**src/hdl/rti_pkg.sv**
```systemverilog
package rti_pkg;

   localparam int COORD_WIDTH_DEF = 16;
   localparam int RAW_W           = 16;
   localparam int CI              = 17;
   localparam int DW              = CI + 1;
   localparam int PW              = 2 * DW + 1;
   localparam int MW              = DW + PW;
   localparam int AW              = MW + 2;
   localparam int NW              = AW;
   localparam int FRAC_W          = 16;
   localparam int INT_W           = 17;
   localparam int QW              = INT_W + FRAC_W;
   localparam int REM_W           = NW + FRAC_W;
   localparam int DIV_W           = NW + QW - 1;
   localparam int CNT_W           = 6;
   localparam int EPS_W           = 32;
   localparam int DIST_W          = 32;
   localparam int BARY_W          = 17;
   localparam int REQ_DATA_W      = 104;
   localparam int RSP_DATA_W      = 72;
   localparam int MAC_STEPS       = 24;
   localparam int STEP_W          = 5;
   localparam int VTX_COUNT       = 3;
   localparam int QUEUE_DEPTH     = 2;
   localparam int QPTR_W          = 1;
   localparam int QCNT_W          = 2;

   localparam logic [EPS_W-1:0]  EPS_RESET = 32'd16;
   localparam logic [DIST_W-1:0] MISS_DIST = 32'hFFFF_0000;
   localparam logic [DIST_W-1:0] DIST_MAX  = 32'h7FFF_FFFF;
   localparam logic [DIST_W-1:0] DIST_MIN  = 32'h8000_0000;
   localparam logic              CMD_VERTEX = 1'b0;
   localparam logic              CMD_RAY    = 1'b1;

   typedef struct packed {
      logic [RAW_W-1:0] x;
      logic [RAW_W-1:0] y;
      logic [RAW_W-1:0] z;
   } raw3_type;

   typedef struct packed {
      logic [DW-1:0] x;
      logic [DW-1:0] y;
      logic [DW-1:0] z;
   } vec_type;

   typedef struct packed {
      vec_type dir;
      vec_type e1;
      vec_type e2;
      vec_type tv;
   } item_type;

   typedef enum logic [1:0] {A_DIR, A_E1, A_TV, A_E2} avec_type;
   typedef enum logic [1:0] {B_E2, B_E1, B_P, B_Q} bvec_type;
   typedef enum logic [3:0] {
      D_NONE, D_P0, D_P1, D_P2, D_DET, D_UN, D_Q0, D_Q1, D_Q2, D_VN, D_TN
   } dest_type;

   typedef struct packed {
      avec_type   a_vec;
      logic [1:0] a_idx;
      bvec_type   b_vec;
      logic [1:0] b_idx;
      logic       first;
      logic       last;
      logic       sub;
      dest_type   dest;
   } step_type;

   typedef enum logic [3:0] {
      ST_IDLE, ST_MAC, ST_DRAIN, ST_CHECK, ST_T_GO, ST_T_WAIT,
      ST_U_GO, ST_U_WAIT, ST_V_GO, ST_V_WAIT, ST_OUT
   } back_state_type;

   typedef struct packed {
      logic          start;
      logic [NW-1:0] num;
      logic [NW-1:0] den;
   } div_req_type;

   typedef struct packed {
      logic          done;
      logic          ovf;
      logic [QW-1:0] quo;
   } div_rsp_type;

   function automatic step_type mk_step(avec_type av, logic [1:0] ai, bvec_type bv,
                                        logic [1:0] bi, logic first, logic last,
                                        logic sub, dest_type dest);
      step_type s;
      s.a_vec = av;
      s.a_idx = ai;
      s.b_vec = bv;
      s.b_idx = bi;
      s.first = first;
      s.last  = last;
      s.sub   = sub;
      s.dest  = dest;
      return s;
   endfunction

   function automatic step_type mac_step(logic [STEP_W-1:0] s);
      step_type r;
      case (s)
         5'd0:  r = mk_step(A_DIR, 2'd1, B_E2, 2'd2, 1'b1, 1'b0, 1'b0, D_NONE);
         5'd1:  r = mk_step(A_DIR, 2'd2, B_E2, 2'd1, 1'b0, 1'b1, 1'b1, D_P0);
         5'd2:  r = mk_step(A_DIR, 2'd2, B_E2, 2'd0, 1'b1, 1'b0, 1'b0, D_NONE);
         5'd3:  r = mk_step(A_DIR, 2'd0, B_E2, 2'd2, 1'b0, 1'b1, 1'b1, D_P1);
         5'd4:  r = mk_step(A_DIR, 2'd0, B_E2, 2'd1, 1'b1, 1'b0, 1'b0, D_NONE);
         5'd5:  r = mk_step(A_DIR, 2'd1, B_E2, 2'd0, 1'b0, 1'b1, 1'b1, D_P2);
         5'd6:  r = mk_step(A_E1,  2'd0, B_P,  2'd0, 1'b1, 1'b0, 1'b0, D_NONE);
         5'd7:  r = mk_step(A_E1,  2'd1, B_P,  2'd1, 1'b0, 1'b0, 1'b0, D_NONE);
         5'd8:  r = mk_step(A_E1,  2'd2, B_P,  2'd2, 1'b0, 1'b1, 1'b0, D_DET);
         5'd9:  r = mk_step(A_TV,  2'd0, B_P,  2'd0, 1'b1, 1'b0, 1'b0, D_NONE);
         5'd10: r = mk_step(A_TV,  2'd1, B_P,  2'd1, 1'b0, 1'b0, 1'b0, D_NONE);
         5'd11: r = mk_step(A_TV,  2'd2, B_P,  2'd2, 1'b0, 1'b1, 1'b0, D_UN);
         5'd12: r = mk_step(A_TV,  2'd1, B_E1, 2'd2, 1'b1, 1'b0, 1'b0, D_NONE);
         5'd13: r = mk_step(A_TV,  2'd2, B_E1, 2'd1, 1'b0, 1'b1, 1'b1, D_Q0);
         5'd14: r = mk_step(A_TV,  2'd2, B_E1, 2'd0, 1'b1, 1'b0, 1'b0, D_NONE);
         5'd15: r = mk_step(A_TV,  2'd0, B_E1, 2'd2, 1'b0, 1'b1, 1'b1, D_Q1);
         5'd16: r = mk_step(A_TV,  2'd0, B_E1, 2'd1, 1'b1, 1'b0, 1'b0, D_NONE);
         5'd17: r = mk_step(A_TV,  2'd1, B_E1, 2'd0, 1'b0, 1'b1, 1'b1, D_Q2);
         5'd18: r = mk_step(A_DIR, 2'd0, B_Q,  2'd0, 1'b1, 1'b0, 1'b0, D_NONE);
         5'd19: r = mk_step(A_DIR, 2'd1, B_Q,  2'd1, 1'b0, 1'b0, 1'b0, D_NONE);
         5'd20: r = mk_step(A_DIR, 2'd2, B_Q,  2'd2, 1'b0, 1'b1, 1'b0, D_VN);
         5'd21: r = mk_step(A_E2,  2'd0, B_Q,  2'd0, 1'b1, 1'b0, 1'b0, D_NONE);
         5'd22: r = mk_step(A_E2,  2'd1, B_Q,  2'd1, 1'b0, 1'b0, 1'b0, D_NONE);
         5'd23: r = mk_step(A_E2,  2'd2, B_Q,  2'd2, 1'b0, 1'b1, 1'b0, D_TN);
         default: r = mk_step(A_DIR, 2'd0, B_E2, 2'd0, 1'b1, 1'b0, 1'b0, D_NONE);
      endcase
      return r;
   endfunction

   function automatic logic [DW-1:0] pick(vec_type v, logic [1:0] i);
      logic [DW-1:0] r;
      case (i)
         2'd0:    r = v.x;
         2'd1:    r = v.y;
         default: r = v.z;
      endcase
      return r;
   endfunction

endpackage

```
**src/hdl/rti_back.sv**
```systemverilog
module rti_back (
   input  logic                           clock,
   input  logic                           reset,
   input  logic                           q_valid,
   input  rti_pkg::item_type              q_item,
   output logic                           q_pop,
   input  logic                           csr_valid,
   output logic                           csr_ready,
   input  logic [rti_pkg::EPS_W-1:0]      csr_data,
   output rti_pkg::div_req_type           div_req,
   input  rti_pkg::div_rsp_type           div_rsp,
   output logic                           rsp_tvalid,
   input  logic                           rsp_tready,
   output logic [rti_pkg::RSP_DATA_W-1:0] rsp_tdata,
   output logic                           rsp_tuser
);
   import rti_pkg::*;

   back_state_type          state_ff, state_in;
   logic [STEP_W-1:0]       step_ff, step_in;
   item_type                item_ff, item_in;
   logic signed [MW-1:0]    prod_ff, prod_in;
   step_type                ctl_ff, ctl_in;
   logic                    pv_ff, pv_in;
   logic signed [AW-1:0]    acc_ff, acc_in;
   logic signed [PW-1:0]    p0_ff, p1_ff, p2_ff, q0_ff, q1_ff, q2_ff;
   logic signed [PW-1:0]    p0_in, p1_in, p2_in, q0_in, q1_in, q2_in;
   logic signed [AW-1:0]    det_ff, un_ff, vn_ff, tn_ff;
   logic signed [AW-1:0]    det_in, un_in, vn_in, tn_in;
   logic [NW-1:0]           adet_ff, un_m_ff, vn_m_ff, tn_m_ff;
   logic [NW-1:0]           adet_in, un_m_in, vn_m_in, tn_m_in;
   logic                    tneg_ff, tneg_in;
   logic                    hit_ff, hit_in;
   logic [DIST_W-1:0]       dist_ff, dist_in;
   logic [BARY_W-1:0]       u_ff, u_in, v_ff, v_in;
   logic                    rsp_valid_ff, rsp_valid_in;
   logic [RSP_DATA_W-1:0]   rsp_data_ff, rsp_data_in;
   logic                    rsp_hit_ff, rsp_hit_in;
   logic [EPS_W-1:0]        eps_ff, eps_in;

   step_type                cur;
   logic signed [DW-1:0]    a_op;
   logic signed [PW-1:0]    b_op;
   logic signed [AW-1:0]    prod_ext, sum;
   logic                    dneg;
   logic [AW-1:0]           adet, un_a, vn_a, tn_a;
   logic                    miss;
   logic                    big;

   function automatic logic [PW-1:0] pick3(logic [PW-1:0] a, logic [PW-1:0] b,
                                           logic [PW-1:0] c, logic [1:0] i);
      logic [PW-1:0] r;
      case (i)
         2'd0:    r = a;
         2'd1:    r = b;
         default: r = c;
      endcase
      return r;
   endfunction

   assign cur = mac_step(step_ff);

   always_comb begin
      case (cur.a_vec)
         A_DIR:   a_op = $signed(pick(item_ff.dir, cur.a_idx));
         A_E1:    a_op = $signed(pick(item_ff.e1, cur.a_idx));
         A_TV:    a_op = $signed(pick(item_ff.tv, cur.a_idx));
         default: a_op = $signed(pick(item_ff.e2, cur.a_idx));
      endcase
      case (cur.b_vec)
         B_E2:    b_op = PW'($signed(pick(item_ff.e2, cur.b_idx)));
         B_E1:    b_op = PW'($signed(pick(item_ff.e1, cur.b_idx)));
         B_P:     b_op = $signed(pick3(p0_ff, p1_ff, p2_ff, cur.b_idx));
         default: b_op = $signed(pick3(q0_ff, q1_ff, q2_ff, cur.b_idx));
      endcase
   end

   assign prod_in  = a_op * b_op;
   assign prod_ext = AW'(prod_ff);
   assign sum      = (ctl_ff.first ? AW'(0) : acc_ff) + (ctl_ff.sub ? -prod_ext : prod_ext);

   assign dneg = det_ff[AW-1];
   assign adet = dneg ? AW'(-det_ff) : AW'(det_ff);
   assign un_a = dneg ? AW'(-un_ff) : AW'(un_ff);
   assign vn_a = dneg ? AW'(-vn_ff) : AW'(vn_ff);
   assign tn_a = dneg ? AW'(-tn_ff) : AW'(tn_ff);
   assign miss = (det_ff == '0) || (adet < AW'(eps_ff)) || un_a[AW-1] || (un_a > adet)
                 || vn_a[AW-1] || ((AW + 1)'(un_a) + (AW + 1)'(vn_a) > (AW + 1)'(adet));

   always_comb begin
      if (tneg_ff) begin
         big = div_rsp.ovf || div_rsp.quo[QW-1]
               || (div_rsp.quo[DIST_W-1] && (div_rsp.quo[DIST_W-2:0] != '0));
      end else begin
         big = div_rsp.ovf || (div_rsp.quo[QW-1:DIST_W-1] != '0);
      end
   end

   always_comb begin
      state_in     = state_ff;
      step_in      = step_ff;
      item_in      = item_ff;
      ctl_in       = cur;
      pv_in        = 1'b0;
      acc_in       = acc_ff;
      p0_in        = p0_ff;
      p1_in        = p1_ff;
      p2_in        = p2_ff;
      q0_in        = q0_ff;
      q1_in        = q1_ff;
      q2_in        = q2_ff;
      det_in       = det_ff;
      un_in        = un_ff;
      vn_in        = vn_ff;
      tn_in        = tn_ff;
      adet_in      = adet_ff;
      un_m_in      = un_m_ff;
      vn_m_in      = vn_m_ff;
      tn_m_in      = tn_m_ff;
      tneg_in      = tneg_ff;
      hit_in       = hit_ff;
      dist_in      = dist_ff;
      u_in         = u_ff;
      v_in         = v_ff;
      rsp_valid_in = rsp_valid_ff && !rsp_tready;
      rsp_data_in  = rsp_data_ff;
      rsp_hit_in   = rsp_hit_ff;
      eps_in       = csr_valid ? csr_data : eps_ff;
      q_pop        = 1'b0;
      div_req.start = 1'b0;
      div_req.den   = adet_ff;
      case (state_ff)
         ST_T_GO: div_req.num = tn_m_ff;
         ST_U_GO: div_req.num = un_m_ff;
         default: div_req.num = vn_m_ff;
      endcase

      if (pv_ff) begin
         acc_in = sum;
         if (ctl_ff.last) begin
            case (ctl_ff.dest)
               D_P0:    p0_in = sum[PW-1:0];
               D_P1:    p1_in = sum[PW-1:0];
               D_P2:    p2_in = sum[PW-1:0];
               D_Q0:    q0_in = sum[PW-1:0];
               D_Q1:    q1_in = sum[PW-1:0];
               D_Q2:    q2_in = sum[PW-1:0];
               D_DET:   det_in = sum;
               D_UN:    un_in = sum;
               D_VN:    vn_in = sum;
               D_TN:    tn_in = sum;
               default: ;
            endcase
         end
      end

      case (state_ff)
         ST_IDLE: begin
            if (q_valid) begin
               q_pop    = 1'b1;
               item_in  = q_item;
               step_in  = '0;
               state_in = ST_MAC;
            end
         end
         ST_MAC: begin
            pv_in   = 1'b1;
            step_in = step_ff + 1'b1;
            if (step_ff == STEP_W'(MAC_STEPS - 1)) begin
               state_in = ST_DRAIN;
            end
         end
         ST_DRAIN: begin
            state_in = ST_CHECK;
         end
         ST_CHECK: begin
            adet_in = adet;
            un_m_in = un_a;
            vn_m_in = vn_a;
            tneg_in = tn_a[AW-1];
            tn_m_in = tn_a[AW-1] ? -tn_a : tn_a;
            if (miss) begin
               hit_in   = 1'b0;
               dist_in  = MISS_DIST;
               u_in     = '0;
               v_in     = '0;
               state_in = ST_OUT;
            end else begin
               state_in = ST_T_GO;
            end
         end
         ST_T_GO: begin
            div_req.start = 1'b1;
            state_in      = ST_T_WAIT;
         end
         ST_T_WAIT: begin
            if (div_rsp.done) begin
               if (tneg_ff) begin
                  dist_in = big ? DIST_MIN : -div_rsp.quo[DIST_W-1:0];
               end else begin
                  dist_in = big ? DIST_MAX : div_rsp.quo[DIST_W-1:0];
               end
               state_in = ST_U_GO;
            end
         end
         ST_U_GO: begin
            div_req.start = 1'b1;
            state_in      = ST_U_WAIT;
         end
         ST_U_WAIT: begin
            if (div_rsp.done) begin
               u_in     = div_rsp.quo[BARY_W-1:0];
               state_in = ST_V_GO;
            end
         end
         ST_V_GO: begin
            div_req.start = 1'b1;
            state_in      = ST_V_WAIT;
         end
         ST_V_WAIT: begin
            if (div_rsp.done) begin
               v_in     = div_rsp.quo[BARY_W-1:0];
               hit_in   = 1'b1;
               state_in = ST_OUT;
            end
         end
         ST_OUT: begin
            if (!rsp_valid_ff || rsp_tready) begin
               rsp_valid_in = 1'b1;
               rsp_data_in  = {6'b0, v_ff, u_ff, dist_ff};
               rsp_hit_in   = hit_ff;
               state_in     = ST_IDLE;
            end
         end
         default: begin
            state_in = ST_IDLE;
         end
      endcase
   end

   always_ff @(posedge clock) begin
      if (reset) begin
         state_ff     <= ST_IDLE;
         pv_ff        <= 1'b0;
         rsp_valid_ff <= 1'b0;
         eps_ff       <= EPS_RESET;
      end else begin
         state_ff     <= state_in;
         pv_ff        <= pv_in;
         rsp_valid_ff <= rsp_valid_in;
         eps_ff       <= eps_in;
      end
      step_ff     <= step_in;
      item_ff     <= item_in;
      prod_ff     <= prod_in;
      ctl_ff      <= ctl_in;
      acc_ff      <= acc_in;
      p0_ff       <= p0_in;
      p1_ff       <= p1_in;
      p2_ff       <= p2_in;
      q0_ff       <= q0_in;
      q1_ff       <= q1_in;
      q2_ff       <= q2_in;
      det_ff      <= det_in;
      un_ff       <= un_in;
      vn_ff       <= vn_in;
      tn_ff       <= tn_in;
      adet_ff     <= adet_in;
      un_m_ff     <= un_m_in;
      vn_m_ff     <= vn_m_in;
      tn_m_ff     <= tn_m_in;
      tneg_ff     <= tneg_in;
      hit_ff      <= hit_in;
      dist_ff     <= dist_in;
      u_ff        <= u_in;
      v_ff        <= v_in;
      rsp_data_ff <= rsp_data_in;
      rsp_hit_ff  <= rsp_hit_in;
   end

   assign csr_ready  = 1'b1;
   assign rsp_tvalid = rsp_valid_ff;
   assign rsp_tdata  = rsp_data_ff;
   assign rsp_tuser  = rsp_hit_ff;

endmodule

```
**config.mk**
```make
export PLATFORM = sky130hd
export DESIGN_NAME = rti_back
export DESIGN_NICKNAME = d
export VERILOG_FILES = /design/src/hdl/rti_pkg.sv /design/src/hdl/rti_back.sv
export SDC_FILE = /design/constraint.sdc
export NUM_CORES = 2
export LEC_CHECK = 0
export ABC_AREA = 1
export BUFFER_PORTS_ARGS = -buffer_cell sky130_fd_sc_hd__buf_2
export CORE_ASPECT_RATIO = 1.75
export CORE_MARGIN = 3
export CORE_UTILIZATION = 40
export DETAILED_ROUTE_END_ITERATION = 16
export GPL_ROUTABILITY_DRIVEN = 0
export GPL_TIMING_DRIVEN = 0
export PLACE_DENSITY = 0.53
export SETUP_SLACK_MARGIN = 0.3
export SYNTH_ARGS = -nofsm -noshare
export SYNTH_HDL_FRONTEND = slang
export SYNTH_SLANG_ARGS = --single-unit
```
**constraint.sdc**
```tcl
create_clock -name clock -period 37.1 [get_ports clock]
set_clock_uncertainty 0.2 [all_clocks]
set_input_delay 7.42 -clock clock [delete_from_list [all_inputs] [get_ports clock]]
set_output_delay 7.42 -clock clock [all_outputs]
set_load 0.01 [all_outputs]
```
* Word level (Yosys, flattened, before mapping) *
Memory sizes are Yosys's and may differ from the RTL's. A register that Yosys moved wholly into a read port is not among the register bits.
Index checks and enable logic that the tools add are counted.

cells by class
  order comparisons = 3
  add/sub/neg operators = 10
  reductions and logical operators = 43
  multiplexer cells = 49
  eq/ne operators = 34
  multiply operators = 1

operator list
  kind                  count
  $mux W57              6
  $neg A57 Y57          5
  $pmux W18 S2          6
  $mux W32              5
  $pmux W37 S2          2
  $pmux W57 S2          1
  $pmux W37 S3          1
  $pmux W17 S2          2
  $pmux W32 S2          1
  $add A57 B57 Y58      1
  $gt A58 B57 Y1        1
  $add A57 B57 Y57      1
  $gt A57 B57 Y1        1
  $logic_not A57 Y1     1
  $lt A57 B32 Y1        1
  $neg A55 Y57          1
  $mux W56              1
  $mul A18 B37 Y55      1
  $pmux W18 S3          1
  $pmux W4 S11          1
  $reduce_and A3 Y1     13
  $mux W17              2
  $eq A4 B3 Y1 const B  8
  $neg A32 Y32          1
  23 further kinds      76

storage, ports and cells
  ROM bits = 480
  output and inout bits = 191
  logic and storage cells = 186
  flip-flop bits (word level) = 1191
  memories = 1
  bits of input ports = 288

memories
  memory            words  width  read ports  clocked after Yosys merged registers in  wr ports  line            text
  (name not given)  32     15     1           1                                        0         rti_pkg.sv:106  case (s)

* Longest topological paths before layout *
  word-level depth = 10
  depth in mapped cells = 44
  mapped depth without buffers = 41

* Worst setup path before layout *
No wires, ideal clock.

  kind = input-to-output
  start = input q_valid
  end = output q_pop
  arrival time = 11748 ps
  data required time = 29480 ps
  slack = 17732 ps
  stages = 2
  buffers on the path = 0
  path through = nand3_1 inv_1

on the way
  word-level cells in the longest chain between the ends = 2

RTL lines
  element          line             text
  start, declared  rti_back.sv:4    input logic q_valid,
  $mux W1          rti_back.sv:159  if (q_valid) begin
  $mux W1          rti_back.sv:157  case (state_ff)
  end, declared    rti_back.sv:6    output logic q_pop,

Every way passes these cells.

* Final worst setup path *
Same ends and word-level chain as after synthesis.

==> reports/results.ini <==
[timing]
period_share_pct = 43.7
finalMaxSlewViolations = 1
finalSetupViolations = 0
clock.fmax_mhz = 61.7
tightest_slew_ps = 1500
hold_viol = 0
fin_hold_ws_ps = 93.3
slew_headroom_pct = -0.696
fin_crit_ps = 16220
setup_tns_ps = 0
rsz0062_at_grt = false

[logic_synthesis]
synth.area.top_cells = edfxtp_1 38%, fa_1 15%, nand2_1 9.0%
synth_top_area_share_pct = 38.0
seq_area_frac_synth_pct = 40.7
synthCells = 9497
synth_cell_types = 71
ys_async_sr_fraction_pct = 0
netlist_area_sq_um = 86100
synth_flop_cell = edfxtp_1
ys_ff_latch = 1206
synth_largest_area_cell = edfxtp_1
syn_area_per_cell_sq_um = 9.07
synth_edf_count = 1091
yosysWarnings = 0

[clock_tree]
cts_resized = 0
clock_latency_ps = 820
numClockSinks = 1206
htree_levels = 3
clkTransAtPathRegs_ps = 70
postCtsHoldBufs = 0
root_buffer = clkbuf_16
cts_tree = yes
cts_setup_buffers = 0
cts_buffers = 114
clk_path_buf_depth = 3

[worst_setup_path]
worst_setup_path_end_kind = output port
path_common_cell = buf_2
critPathLaunchType = primary input
reg2reg_setup_slack_ps = 25670
critPathMaxFanout = 120
worstSetupPathType = primary input to output port
path_cells = buf_2 -> nand3_1 -> inv_8 -> buf_2
cp.arrival_ps = 8600
critPathMaxStageDelay_ps = 550
rr_startpoint = ctl_in[12]
r2r-end = prod_ff[54]
crit_required_ps = 29480
reg2regPathDepth = 30
critPathTopFamily = buffers and inverters
critical-path-slowest-cell = inv_8
critPathBufInv = 3

[floorplanning]
dieArea_sq_um = 221000
pin_count = 479
fp.dieW_um = 357
die_y_um = 620
initial_utilization_pct = 40.4
core_sq_um = 213000
row_count = 224

[hold_path]
hold_start = ctl_in[4]
hold_depth = 0
hold_path_class = register to register
hold_end = ctl_ff[4]

[cells_and_area]
syn_to_final_growth_pct = 13.1
final_nets = 11500
n_fill_cell = 20600
final_cells = 13100
drive_above_1_share_pct = 9.32

[place]
hpwlAfterDp_um = 269000
place_inst = 12900
port_buffers = 471

[status]
violations = capacitance limit, slew limit
status = complete, but fails checks

[detailed_routing]
wl_per_cell_um = 25.2
first_pass_iters = 6
drt_wl_total_um = 330000
first_iter_violations = 5327
via_per_inst = 5.36
vias = 70100
route.detailed.drc = 0
ant_nets = 0

[global_route]
grt_max_degree = 121
grt_use_total_pct = 29.6
grt_pass1_wl_um = 476000
grt_overflow = 0
antenna_found_initial = 15
grt_pass1_vias = 73100

[job]
drv_cap = 2

-- cell families (layout without fill, tap and decap cells) --
group                      Yosys count  count (layout)  synth area share (%)
other                                2              15               0.00872
DFF                               1206            1206                  40.7
AOI/OAI and AO/OA                 1109            1109                  7.50
xor gates and xnor gates           463             463                  4.74
and+or+nand+nor                   3757            3757                  18.0
buffers and inverters             1925            2666                  8.49
adders and majority gates         1035            1035                  20.6
-- layout make-up --
cell class,count,area [sq um],share of cell area (%)
clock buffer,137,2970,3.05
inverter,1668,6270,6.44
tap,2825,3530,3.63
multi-input combinational,6371,44200,45.4
timing repair buffer,530,3360,3.45
sequential,1206,35100,36.0
buffer,257,1050,1.08
clock inverter,74,890,0.914
antenna,8,20.0,0.0206
-- flip-flops by register name (all words and copies together) (netlist names), 37 cells and up --
register and flops:
item_ff 216, rsp_tdata 66, acc_ff 57, adet_ff 57, det_ff 57, tn_ff 57
tn_m_ff 57, un_ff 57, un_m_ff 57, vn_ff 57, vn_m_ff 57, prod_ff 55
p0_ff 37, p1_ff 37, p2_ff 37, q0_ff 37, q1_ff 37, q2_ff 37
-- synth_stat cells, types with 14 or more instances --
library cell  count
a211oi_1         14
a21o_1           22
a21oi_1         431
a31oi_1          69
buf_1            29
buf_2            46
clkbuf_1        174
clkinv_1         15
dfxtp_1         115
edfxtp_1       1091
fa_1            635
ha_1            400
inv_1          1638
inv_2            15
nand2_1        2058
nand3_1         380
nand4_1          74
nor2_1          984
nor2_2           27
nor3_1           97
nor3_2           19
nor4_1           47
o211ai_1         20
o21a_1           25
o21ai_0         289
o21ai_1          31
o221ai_1         30
o22ai_1          65
o311ai_0         14
o31ai_1          14
or2_2            19
xnor2_1         158
xor2_1          301
-- metal layers --
| layer | part of all wire [%] | global-route usage, % |
|---|---|---|
| met1 | 32 | 29.4 |
| met2 | 51 | 54.4 |
| met3 | 5.8 | 3.78 |
| met4 | 11 | 24.8 |
| met5 | 0.0036 | 0 |
-- through the flow --
step	utilization (%)	setup slack (ps)	cell area (sq um)
detailed placement	43.8	20810	93400
finish	45.7	20880	97400
floorplan	-	17730	86100
global placement	43.1	15240	92000
CTS	45.6	20810	97300
global route	45.6	20760	97400
-- cells in the final DEF, fill, tap and decap left out, types with 64 or more instances in the layout --
cell / n
nand2_1: 2058
inv_1: 1637
a31oi_1: 69
nor3_1: 96
fa_1: 635
dfxtp_1: 114
ha_1: 400
o22ai_1: 64
xor2_1: 286
o21ai_0: 288
clkbuf_1: 194
a21oi_1: 421
edfxtp_1: 1091
nor2_1: 973
xnor2_1: 140
nand4_1: 74
nand3_1: 380
clkbuf_16: 114
buf_2: 517
-- worst max-delay path by stage --
stage               cells past startpoint    start     to  slack (ps)
floorplan                               2  q_valid  q_pop       17730
global route                            4  q_valid  q_pop       20760
CTS                                     4  q_valid  q_pop       20810
finish                                  4  q_valid  q_pop       20880
detailed placement                      4  q_valid  q_pop       20810
global placement                        4  q_valid  q_pop       15240
Power is left out: the tool's default activity adds up to more than one toggle a clock period on the data nets, which glitch-free logic cannot reach.
