### config.mk
export PLATFORM = sky130hd
export DESIGN_NAME = rti_queue
export DESIGN_NICKNAME = d
export VERILOG_FILES = /design/src/hdl/rti_pkg.sv /design/src/hdl/rti_queue.sv
export SDC_FILE = /design/constraint.sdc
export NUM_CORES = 1
export LEC_CHECK = 0
export ABC_AREA = 1
export BUFFER_PORTS_ARGS = -buffer_cell sky130_fd_sc_hd__buf_2
export CAP_MARGIN = 20
export CORE_ASPECT_RATIO = 2
export CORE_MARGIN = 10
export CORE_UTILIZATION = 45
export CTS_CLUSTER_SIZE = 24
export DETAILED_ROUTE_END_ITERATION = 8
export PLACE_DENSITY = 0.7
export SLEW_MARGIN = 10
export SYNTH_ARGS = -nofsm -noshare
export SYNTH_HDL_FRONTEND = slang
export SYNTH_SLANG_ARGS = --single-unit
### constraint.sdc
create_clock -name clock -period 20.5 [get_ports clock]
set_input_delay 4.1 -clock clock [delete_from_list [all_inputs] [get_ports clock]]
set_output_delay 4.1 -clock clock [all_outputs]
set_load 0.02 [all_outputs]
### src/hdl/rti_pkg.sv
package rti_pkg;

   localparam int COORD_WIDTH_DEF = 16;
   localparam int RAW_W           = 16;
   localparam int CI              = 17;
   localparam int DW              = CI + 1;
   localparam int PW              = 2 * DW + 1;
   localparam int MW              = DW + PW;
   localparam int AW              = MW + 2;
   localparam int NW              = AW;
   localparam int FRAC_W          = 16;
   localparam int INT_W           = 17;
   localparam int QW              = INT_W + FRAC_W;
   localparam int REM_W           = NW + FRAC_W;
   localparam int DIV_W           = NW + QW - 1;
   localparam int CNT_W           = 6;
   localparam int EPS_W           = 32;
   localparam int DIST_W          = 32;
   localparam int BARY_W          = 17;
   localparam int REQ_DATA_W      = 104;
   localparam int RSP_DATA_W      = 72;
   localparam int MAC_STEPS       = 24;
   localparam int STEP_W          = 5;
   localparam int VTX_COUNT       = 3;
   localparam int QUEUE_DEPTH     = 2;
   localparam int QPTR_W          = 1;
   localparam int QCNT_W          = 2;

   localparam logic [EPS_W-1:0]  EPS_RESET = 32'd16;
   localparam logic [DIST_W-1:0] MISS_DIST = 32'hFFFF_0000;
   localparam logic [DIST_W-1:0] DIST_MAX  = 32'h7FFF_FFFF;
   localparam logic [DIST_W-1:0] DIST_MIN  = 32'h8000_0000;
   localparam logic              CMD_VERTEX = 1'b0;
   localparam logic              CMD_RAY    = 1'b1;

   typedef struct packed {
      logic [RAW_W-1:0] x;
      logic [RAW_W-1:0] y;
      logic [RAW_W-1:0] z;
   } raw3_type;

   typedef struct packed {
      logic [DW-1:0] x;
      logic [DW-1:0] y;
      logic [DW-1:0] z;
   } vec_type;

   typedef struct packed {
      vec_type dir;
      vec_type e1;
      vec_type e2;
      vec_type tv;
   } item_type;

   typedef enum logic [1:0] {A_DIR, A_E1, A_TV, A_E2} avec_type;
   typedef enum logic [1:0] {B_E2, B_E1, B_P, B_Q} bvec_type;
   typedef enum logic [3:0] {
      D_NONE, D_P0, D_P1, D_P2, D_DET, D_UN, D_Q0, D_Q1, D_Q2, D_VN, D_TN
   } dest_type;

   typedef struct packed {
      avec_type   a_vec;
      logic [1:0] a_idx;
      bvec_type   b_vec;
      logic [1:0] b_idx;
      logic       first;
      logic       last;
      logic       sub;
      dest_type   dest;
   } step_type;

   typedef enum logic [3:0] {
      ST_IDLE, ST_MAC, ST_DRAIN, ST_CHECK, ST_T_GO, ST_T_WAIT,
      ST_U_GO, ST_U_WAIT, ST_V_GO, ST_V_WAIT, ST_OUT
   } back_state_type;

   typedef struct packed {
      logic          start;
      logic [NW-1:0] num;
      logic [NW-1:0] den;
   } div_req_type;

   typedef struct packed {
      logic          done;
      logic          ovf;
      logic [QW-1:0] quo;
   } div_rsp_type;

   function automatic step_type mk_step(avec_type av, logic [1:0] ai, bvec_type bv,
                                        logic [1:0] bi, logic first, logic last,
                                        logic sub, dest_type dest);
      step_type s;
      s.a_vec = av;
      s.a_idx = ai;
      s.b_vec = bv;
      s.b_idx = bi;
      s.first = first;
      s.last  = last;
      s.sub   = sub;
      s.dest  = dest;
      return s;
   endfunction

   function automatic step_type mac_step(logic [STEP_W-1:0] s);
      step_type r;
      case (s)
         5'd0:  r = mk_step(A_DIR, 2'd1, B_E2, 2'd2, 1'b1, 1'b0, 1'b0, D_NONE);
         5'd1:  r = mk_step(A_DIR, 2'd2, B_E2, 2'd1, 1'b0, 1'b1, 1'b1, D_P0);
         5'd2:  r = mk_step(A_DIR, 2'd2, B_E2, 2'd0, 1'b1, 1'b0, 1'b0, D_NONE);
         5'd3:  r = mk_step(A_DIR, 2'd0, B_E2, 2'd2, 1'b0, 1'b1, 1'b1, D_P1);
         5'd4:  r = mk_step(A_DIR, 2'd0, B_E2, 2'd1, 1'b1, 1'b0, 1'b0, D_NONE);
         5'd5:  r = mk_step(A_DIR, 2'd1, B_E2, 2'd0, 1'b0, 1'b1, 1'b1, D_P2);
         5'd6:  r = mk_step(A_E1,  2'd0, B_P,  2'd0, 1'b1, 1'b0, 1'b0, D_NONE);
         5'd7:  r = mk_step(A_E1,  2'd1, B_P,  2'd1, 1'b0, 1'b0, 1'b0, D_NONE);
         5'd8:  r = mk_step(A_E1,  2'd2, B_P,  2'd2, 1'b0, 1'b1, 1'b0, D_DET);
         5'd9:  r = mk_step(A_TV,  2'd0, B_P,  2'd0, 1'b1, 1'b0, 1'b0, D_NONE);
         5'd10: r = mk_step(A_TV,  2'd1, B_P,  2'd1, 1'b0, 1'b0, 1'b0, D_NONE);
         5'd11: r = mk_step(A_TV,  2'd2, B_P,  2'd2, 1'b0, 1'b1, 1'b0, D_UN);
         5'd12: r = mk_step(A_TV,  2'd1, B_E1, 2'd2, 1'b1, 1'b0, 1'b0, D_NONE);
         5'd13: r = mk_step(A_TV,  2'd2, B_E1, 2'd1, 1'b0, 1'b1, 1'b1, D_Q0);
         5'd14: r = mk_step(A_TV,  2'd2, B_E1, 2'd0, 1'b1, 1'b0, 1'b0, D_NONE);
         5'd15: r = mk_step(A_TV,  2'd0, B_E1, 2'd2, 1'b0, 1'b1, 1'b1, D_Q1);
         5'd16: r = mk_step(A_TV,  2'd0, B_E1, 2'd1, 1'b1, 1'b0, 1'b0, D_NONE);
         5'd17: r = mk_step(A_TV,  2'd1, B_E1, 2'd0, 1'b0, 1'b1, 1'b1, D_Q2);
         5'd18: r = mk_step(A_DIR, 2'd0, B_Q,  2'd0, 1'b1, 1'b0, 1'b0, D_NONE);
         5'd19: r = mk_step(A_DIR, 2'd1, B_Q,  2'd1, 1'b0, 1'b0, 1'b0, D_NONE);
         5'd20: r = mk_step(A_DIR, 2'd2, B_Q,  2'd2, 1'b0, 1'b1, 1'b0, D_VN);
         5'd21: r = mk_step(A_E2,  2'd0, B_Q,  2'd0, 1'b1, 1'b0, 1'b0, D_NONE);
         5'd22: r = mk_step(A_E2,  2'd1, B_Q,  2'd1, 1'b0, 1'b0, 1'b0, D_NONE);
         5'd23: r = mk_step(A_E2,  2'd2, B_Q,  2'd2, 1'b0, 1'b1, 1'b0, D_TN);
         default: r = mk_step(A_DIR, 2'd0, B_E2, 2'd0, 1'b1, 1'b0, 1'b0, D_NONE);
      endcase
      return r;
   endfunction

   function automatic logic [DW-1:0] pick(vec_type v, logic [1:0] i);
      logic [DW-1:0] r;
      case (i)
         2'd0:    r = v.x;
         2'd1:    r = v.y;
         default: r = v.z;
      endcase
      return r;
   endfunction

endpackage

### src/hdl/rti_queue.sv
module rti_queue (
   input  logic              clock,
   input  logic              reset,
   input  logic              push,
   input  rti_pkg::item_type push_item,
   output logic              full,
   input  logic              pop,
   output logic              valid,
   output rti_pkg::item_type item
);
   import rti_pkg::*;

   item_type            mem_ff [QUEUE_DEPTH];
   logic [QPTR_W-1:0]   wr_ff, wr_in;
   logic [QPTR_W-1:0]   rd_ff, rd_in;
   logic [QCNT_W-1:0]   cnt_ff, cnt_in;

   assign full  = (cnt_ff == QCNT_W'(QUEUE_DEPTH));
   assign valid = (cnt_ff != '0);
   assign item  = mem_ff[rd_ff];

   always_comb begin
      wr_in  = push ? wr_ff + 1'b1 : wr_ff;
      rd_in  = pop ? rd_ff + 1'b1 : rd_ff;
      cnt_in = cnt_ff + QCNT_W'(push) - QCNT_W'(pop);
   end

   always_ff @(posedge clock) begin
      if (reset) begin
         wr_ff  <= '0;
         rd_ff  <= '0;
         cnt_ff <= '0;
      end else begin
         wr_ff  <= wr_in;
         rd_ff  <= rd_in;
         cnt_ff <= cnt_in;
      end
   end

   always_ff @(posedge clock) begin
      if (push) begin
         mem_ff[wr_ff] <= push_item;
      end
   end

endmodule

# --- After elaboration in Yosys (flattened, before gate mapping) ---
# Memory sizes are Yosys's and may differ from the RTL's. A register that Yosys moved wholly into a read port is not among the register bits.
# Index checks and enable logic that the tools add are counted.
word_totals:
  mem_count: 1
  mem_bits_rw: 432
  wordCells: 14
  reg_bits: 4
  in_bits: 220
  out_inout_bits: 218
op_classes:
  reduce_logical: 1
  n_mux: 4
  n_addsub: 4
  eq_ne: 1
mem_list:
  columns: ["name", "words", "width", "read_ports", "rd_clocked_by_memory_dff", "wr", "line_no", "text"]
  rows:
  - ["mem_ff", 2, 216, 1, 1, 1, "rti_queue.sv:13", "item_type mem_ff [QUEUE_DEPTH];"]
ops:
  columns: ["cell", "count"]
  rows:
  - ["$mux W1", 4]
  - ["$add A1 B1 Y1 const B", 2]
  - ["$add A2 B1 Y2", 1]
  - ["$eq A2 B2 Y1 const B", 1]
  - ["$reduce_bool A2 Y1", 1]
  - ["$sub A2 B1 Y2", 1]

# --- Depth between registers and ports, before layout ---
# Gate-level depths: netlist of the first run.
depth:
  ltp_word: 3
  ltp_mapped: 9
  ltp_nobuf: 9

# --- Worst setup path after synthesis of the first run ---
# Ideal clock, no wire load.
synth_timing:
  kind: "input to register"
  from: "in push"
  to: "mem mem_ff[0][0] (netlist name), enable pin"
  path_slack_ns: 6.533
  setup_time_ns: 0.802
  arrival_time_ns: 13.165
  path_buffers: 0
  t_required_ns: 19.698
  path_stages: 2
  cell_sequence: "inv_1 > nor2_1"
synth_between:
  elab_chain_len: 2
synth_lines:
  columns: ["element", "line_no", "text"]
  rows:
  - ["from (decl)", "rti_queue.sv:4", "input logic push,"]
  - ["$mux W1", "rti_queue.sv:41", "if (push) begin"]
  - ["$mux W1 (not written as such)", "rti_queue.sv:42", "mem_ff[wr_ff] <= push_item;"]
  - ["to (decl)", "rti_queue.sv:13", null]
# Every way passes these cells.

==> out/qor.log, run 1 <==
[outcome] status complete, no violations
[yosys] share of flip-flops with an asynchronous set or reset after synthesis 0%
[placed_design] placer's final routability congestion estimate 0.805
[timing] Final min period 6860 ps
[setup_path] maximum fanout along the worst path 137
[clocking] Bufs on Longest Clock Path 3
[yosys] Syn Std Cell Area 16400 um2
[floorplanning] die width 155 um
[route] first drt pass iteration count 5
[timing] post-route setup slack 13640 ps
[yosys] cell with the most instances after synthesis edfxtp_1
[timing] Slew headroom 19.6%
[setup_path] critical path, cell by cell buf_12 -> mux2_2 -> buf_2
[placed_design] count of placed standard cells including taps 1572
[layout] share of cells above drive strength 1 59.7%
[placed_design] area after detailed placement 19000 um2
[pwr] power density over cell area 98.7 nW/um2
[global_route] total track usage 15.9%
[timing] aggregate negative setup slack 0 ps
[setup_path] start of the worst register-to-register path wr_ff$_SDFFE_PP0P_
[run] Max Cap Viol 0
[route] DRC 0
[yosys] synthesized netlist cell count 703
[layout] final design instance area without fill 20200 um2
[route] Vias 8115
[yosys] warnings from Yosys 0
[setup_path] reg2reg path depth 3
[placed_design] setup slack at placement 13270 ps
[yosys] Synth Area per Inst 23.3 um2
[yosys] prevailing post-synth register cell edfxtp_1
[layout] layout-stage area growth over the synthesis result 23.1%
[yosys] flops & latches, synth 437
[route] total met3 wirelength after detailed routing 3010 um
[timing] Max Clock Freq 0.146 GHz
[timing] ratio of final minimum period to clock period 33.5%
[global_route] global-route wire length before repair 53900 um
[clocking] later-pin clock latency in the skew report 530 ps
[floorplanning] effective utilization at floorplan 45.6%
[placed_design] placed wire-length estimate after detailed placement 27100 um
[yosys] Post-Synthesis Net Count 925
[layout] number of non-filler instances in the completed layout 1648
[clocking] number of buffers added by the clock tree synthesis step 38
[timing] Max Transition Viols Final 0
[pwr] post-layout total power 0.00199 W
[route] total routed wirelength 37300 um
[layout] area of combinational cells with multiple inputs 3060 um2
[floorplanning] area of the core 35900 um2
[worst_hold_path] classification of the worst-slack hold path reg -> reg
[route] top layer in use met5
[route] average wire length per cell after detail routing 22.7 um
[clocking] count of buffers added by post-CTS timing repair for setup 0
[setup_path] Worst path top cell family by delay buffers and inverters
[clocking] clock transition at the register clock pins on the worst setup and hold paths after CTS 70 ps
[layout] final-layout fill cell count 2804
[setup_path] Largest stage delay, worst path 630 ps
[setup_path] Required @ worst endpoint 16400 ps
[clocking] number of gates resized after cts 0
[timing] RSZ-0062 raised after global routing false
[setup_path] type of destination of the critical path output port
[yosys] Post-synth EDFFs 432
[global_route] initial antenna violation count 17
[layout] combined flip-flop and latch cell area 13100 um2
[floorplanning] die footprint 44900 um2
[yosys] largest area contributor in the synthesized netlist edfxtp_1
[setup_path] startpoint kind of the worst setup timing path flip-flop
[setup_path] Critical Path AT 2760 ps
[route] met2 WL 20300 um
[clocking] total clock sinks 437
[worst_hold_path] Worst Hold Path Cells 2
[timing] worst clock skew 17.2 ps
[route] number of nets still failing antenna checks after routing 0
[placed_design] count of input and output buffers 437
[global_route] pin count of the biggest net entering global routing 139
[yosys] sequential element share of the synthesized area 79.8%
[route] DRC violation total after the first TritonRoute iteration 330
[floorplanning] ports placed on the boundary 438
[floorplanning] row count 98
[setup_path] Crit Path Class reg -> out
[setup_path] count of buffer and inverter cells on the critical path 2
[yosys] area fraction of the dominant cell type after synthesis 79.2%
[yosys] number of distinct standard cells referenced by the synthesized netlist 14
[route] met1 layer wirelength in the final routing 12100 um
[setup_path] R2R Setup Slk 17210 ps
[clocking] H-tree levels 2
[worst_hold_path] worst hold path startpoint rd_ff$_SDFFE_PP0P_
[timing] slew at the pin closest to its max-slew limit 1210 ps
[timing] number of failing hold endpoints at the final stage 0
[clocking] TritonCTS clock tree yes
[layout] Post-layout nets 1384
[setup_path] cell with the largest stage delay on the worst path dfxtp_4
[global_route] vias in the first global route 8777
[route] number of vias per cell after detailed routing 4.92
[worst_hold_path] end point of the worst hold path rd_ff$_SDFFE_PP0P_
[setup_path] critical path depth 3
[clocking] cts-stage hold buffer count 0
[timing] number of endpoints failing setup at the final stage 0
[pwr] Worst VDD drop 0.0896 mV
[clocking] buffer cell driving the clock tree root clkbuf_16
[yosys] largest cells by area after synthesis edfxtp_1 (79%), mux2_4 (13%), mux2_2 (5.2%)
[pwr] leakage power 7.85 nW
[global_route] remaining global-route overflow 0
[yosys] cell types with the highest counts after synthesis edfxtp_1 (432), mux2_4 (140), mux2_2 (76), buf_6 (17), inv_1 (8)
[floorplanning] overall die height 290 um
[setup_path] FF-to-FF End mem_ff[0][205]$_DFFE_PP_
-- report_power, final --
| group | internal (W) | switching [W] |
|---|---|---|
| Sequential | 0.00104 | 0.0000129 |
| Clock | 0.000382 | 0.000299 |
| Combinational | 0.000111 | 0.000150 |
| Total | 0.00153 | 0.000462 |
-- stage by stage --
stage	utilization, %	hold WS [ps]
3_5_place_dp	52.8	514
4_1_cts	56.1	540
2_1_floorplan	-	480
3_3_place_gp	52.8	495
6_report	56.1	537
5_1_grt	56.1	577
-- layer usage --
| layer | global-route usage [%] | up-vias |
|---|---|---|
| met5 | 0 | - |
| met4 | 8.80 | 18 |
| met3 | 5.52 | 93 |
| met2 | 28.8 | 325 |
| met1 | 14.9 | 3966 |
| li1 | - | 3713 |
-- cell families (layout without fill, tap and decap cells) --
group / after synthesis / count (layout) / synth area share, %
DFF: 437 / 437 / 79.8
muxes: 216 / 216 / 18.1
buffers and inverters: 32 / 520 / 1.57
and+or+nand+nor: 14 / 14 / 0.336
adders and majority gates: 2 / 2 / 0.153
AOI/OAI and AO/OA: 1 / 1 / 0.0305
xor gates and xnor gates: 1 / 1 / 0.0535
other: 0 / 7 / 0
-- sequential cells by signal, summed over array words and instances (netlist names), named ones only --
name	count
mem_ff	432
rd_ff	1
wr_ff	1
cnt_ff	2
-- worst reg2reg max path, stage by stage, from the launching register on --
cell and delay (ps):
dfxtp_1 340, nor2_4 760, buf_4 780, buf_4 930
-- layout make-up --
cell class	count	area share [%]
tap	450	2.79
clock inverter	18	0.651
antenna	7	0.0868
sequential	437	64.8
multi-input combinational	234	15.2
inverter	8	0.186
timing repair buffer	443	11.1
clock buffer	51	5.16
-- how the worst max path moves through the flow --
| stage | end | startpoint |
|---|---|---|
| floorplan | mem_ff[0][0]$_DFFE_PP_ | push |
| finish | item[51] | flip-flop |
| CTS | item[51] | flip-flop |
| global route | item[51] | flip-flop |
| global placement | mem_ff[0][174]$_DFFE_PP_ | push |
| detailed placement | mem_ff[0][186]$_DFFE_PP_ | push |
-- placed cells by master, fill, tap and decap left out, drive strengths merged --
cell | synthesis | final
nor3 | 1 | 1
buf | 24 | 443
nor2 | 7 | 7
clkbuf | 0 | 51
ha | 2 | 2
clkinv | 0 | 15
a21oi | 1 | 1
mux2 | 216 | 216
inv | 8 | 9
xnor2 | 1 | 1
diode | 0 | 7
edfxtp | 432 | 432
nand2 | 5 | 5
bufinv | 0 | 2
nand3 | 1 | 1
dfxtp | 5 | 5
Note: power is estimated with default switching activity, not from simulation.
==> inputs of run 2 (changes only) <==
Settings changed: PLACE_DENSITY 0.7 to 0.73.
Clock period 20.5 ns to 5.7 ns, I/O delays scaled along.
==> run 2 against run 1 <==
Compared with the run above: count of clock-buffer cells in the layout is 8 lower; worst hold slack worse by 12 ps; final area is 0.24% higher; global-route usage is 0.15 points higher; register-to-register slack worse by 13000 ps; largest cell class unchanged.
==> out/qor.log, run 2 (same netlist as run 1, synthesis figures left out) <==
[route] met2 WL 20800 um [+2.1%]
[pwr] Worst VDD drop 0.336 mV [+280%]
[route] met1 layer wirelength in the final routing 12200 um [+1.3%]
[clocking] cts-stage hold buffer count 0 [unchanged]
[floorplanning] ports placed on the boundary 438 [unchanged]
[pwr] combinational group share of total power 13.2% [about the same]
[floorplanning] die width 155 um [unchanged]
[worst_hold_path] classification of the worst-slack hold path reg -> reg
[route] DRC 0 [unchanged]
[timing] aggregate negative setup slack 0 ps [unchanged]
[placed_design] placer's final routability congestion estimate 0.809 [+0.50%]
[timing] ratio of final minimum period to clock period 65.6%
[timing] Max Transition Viols Final 0 [unchanged]
[layout] area of combinational cells with multiple inputs 3060 um2 [unchanged]
[route] total met3 wirelength after detailed routing 2980 um [-0.96%]
[layout] Post-layout nets 1388 [+0.29%]
[timing] number of endpoints failing setup at the final stage 0 [unchanged]
[setup_path] Required @ worst endpoint 4560 ps [-11840 ps]
[clocking] Bufs on Longest Clock Path 3 [unchanged]
[setup_path] R2R Setup Slk 3720 ps [-13490 ps]
[outcome] status complete, no violations
[layout] flip-flop count of the largest register after layout 432 [unchanged]
[global_route] remaining global-route overflow 0 [unchanged]
[placed_design] placed wire-length estimate after detailed placement 27200 um [+0.23%]
[timing] Slew headroom 25.7% [+6.0 points]
[pwr] sequential share of power 53.4% [+0.7 points]
[clocking] H-tree levels 2 [unchanged]
[clocking] number of buffers added by the clock tree synthesis step 37 [-2.6%]
[timing] Final min period 3740 ps
[setup_path] start of the worst register-to-register path wr_ff$_SDFFE_PP0P_
[clocking] total clock sinks 437 [unchanged]
[timing] worst clock skew 8.52 ps [-8.65 ps]
[layout] combined flip-flop and latch cell area 13100 um2 [unchanged]
[pwr] P_int 0.00542 W [+250%]
[floorplanning] area of the core 35900 um2 [unchanged]
[floorplanning] effective utilization at floorplan 45.6% [unchanged]
[route] Vias 8139 [+0.30%]
[timing] RSZ-0062 raised after global routing false
[pwr] net switching fraction of the power 23.5% [+0.32 points]
[clocking] TritonCTS clock tree yes
[placed_design] count of input and output buffers 437 [unchanged]
[setup_path] type of destination of the critical path output port
[floorplanning] overall die height 290 um [unchanged]
[clocking] clock transition at the register clock pins on the worst setup and hold paths after CTS 70 ps [about the same]
[clocking] count of buffers added by post-CTS timing repair for setup 0 [unchanged]
[global_route] vias in the first global route 8722 [-0.63%]
[timing] hold slack 525 ps [-11.6 ps]
[run] Max Cap Viol 0 [unchanged]
[clocking] later-pin clock latency in the skew report 510 ps [-20 ps]
[setup_path] Crit Path Class reg -> out
[route] number of vias per cell after detailed routing 4.93 [about the same]
[clocking] number of gates resized after cts 0 [unchanged]
[setup_path] Critical Path AT 2600 ps [-160 ps]
[setup_path] maximum fanout along the worst path 71 [-48%]
[timing] slew at the pin closest to its max-slew limit 1120 ps [-90.5 ps]
[route] first drt pass iteration count 5 [unchanged]
[pwr] share of total power in the clock network 33.5% [-0.7 points]
[pwr] NetSw 0.00167 W [+260%]
[global_route] total track usage 16.0% [+0.15 points]
[floorplanning] die footprint 44900 um2 [unchanged]
[route] number of nets still failing antenna checks after routing 0 [unchanged]
[setup_path] FF-to-FF End mem_ff[0][105]$_DFFE_PP_
[layout] final-layout fill cell count 2758 [-1.6%]
[route] total routed wirelength 37500 um [+0.41%]
[route] top layer in use met5
[route] average wire length per cell after detail routing 22.7 um [+0.17%]
[layout] most used cells in the layout excluding fill and tap cells buf_2 (437), edfxtp_1 (432), mux2_4 (140)
[layout] leading registers by flop count mem_ff: 432 flops, cnt_ff: 2 flops
[setup_path] startpoint kind of the worst setup timing path flip-flop
[layout] commonest non-fill, non-tap cell in the layout buf_2
[timing] Max Clock Freq 0.267 GHz
[clocking] buffer cell driving the clock tree root clkbuf_16
[pwr] power density over cell area 350 nW/um2 [+260%]
[layout] share of cells above drive strength 1 60.6% [+0.89 points]
[global_route] pin count of the biggest net entering global routing 84 [-40%]
[pwr] leakage power 7.86 nW [+0.13%]
[layout] Largest Register mem_ff
[floorplanning] row count 98 [unchanged]
[setup_path] reg2reg path depth 3 [unchanged]
[setup_path] CP endpoint item[21]
[timing] number of failing hold endpoints at the final stage 0 [unchanged]
[layout] layout-stage area growth over the synthesis result 23.4%
[route] DRC violation total after the first TritonRoute iteration 351 [+6.4%]
[global_route] initial antenna violation count 16 [-1]
[global_route] global-route wire length before repair 54600 um [+1.3%]
[run 2: changes by cell type in the layout (fill, tap and decap cells not counted), moves of 2 or more]
cell,delta
clkinv_1,-7
clkinvlp_4,+2
clkbuf_8,-2
buf_12,+4
clkinv_4,+5
diode_2,+5
clkinv_2,+2
clkbuf_16,-2
clkbuf_1,-4
[run 2: final cells by class]
| type | instances | area share [%] |
|---|---|---|
| flip-flops and latches | 437 | 64.7 |
| multi-input cells | 234 | 15.1 |
| repair buffers | 448 | 11.5 |
| clock buffers | 43 | 4.69 |
| well taps | 450 | 2.78 |
| clock inverters | 20 | 0.866 |
| inverters | 8 | 0.167 |
| diodes | 12 | 0.149 |
[run 2: routing by layer]
metal	global-route usage, %	vias up
met1	15.4	4006
met5	0	-
met4	8.34	8
met3	5.37	77
met2	29.1	331
li1	-	3717
[run 2: worst min-delay path by stage]
stage | start | endpoint | slack (ps) | cells after the start
5_1_grt | rd_ff$_SDFFE_PP0P_ | rd_ff$_SDFFE_PP0P_ | 580 | 2
6_report | rd_ff$_SDFFE_PP0P_ | flip-flop | 530 | 2
4_1_cts | rd_ff$_SDFFE_PP0P_ | flip-flop | 530 | 2
3_5_place_dp | rd_ff$_SDFFE_PP0P_ | flip-flop | 510 | 2
3_3_place_gp | rd_ff$_SDFFE_PP0P_ | rd_ff$_SDFFE_PP0P_ | 500 | 2
2_1_floorplan | rd_ff$_SDFFE_PP0P_ | flip-flop | 480 | 2
[run 2: metrics by stage]
step / setup slack [ps] / total power (W) / util [%] / cell area, um2 / std cells
finish: 1960 / 0.00708 / 56.3 / 20200 / 1652
global route: 1840 / 0.00734 / 56.3 / 20200 / 1651
CTS: 1880 / 0.00719 / 56.1 / 20200 / 1639
detailed placement: 2410 / 0.00480 / 53.0 / 19000 / 1576
global placement: 2440 / 0.00478 / 53.0 / 19000 / 1576
floorplan: 853 / 0.00447 / - / 16400 / 703
[run 2: critical path: stages, from the launching register on]
cell     delay, ps
dfxtp_4        890
buf_12         500
mux2_2         400
buf_2          160
[run 2: power groups by stage]
stage / logic, W / clock network [W] / registers, W
detailed placement: 0.000948 / 0 / 0.00385
global route: 0.000992 / 0.00256 / 0.00380
finish: 0.000933 / 0.00237 / 0.00378
global placement: 0.000931 / 0 / 0.00385
CTS: 0.000950 / 0.00245 / 0.00378
floorplan: 0.000629 / 0 / 0.00384
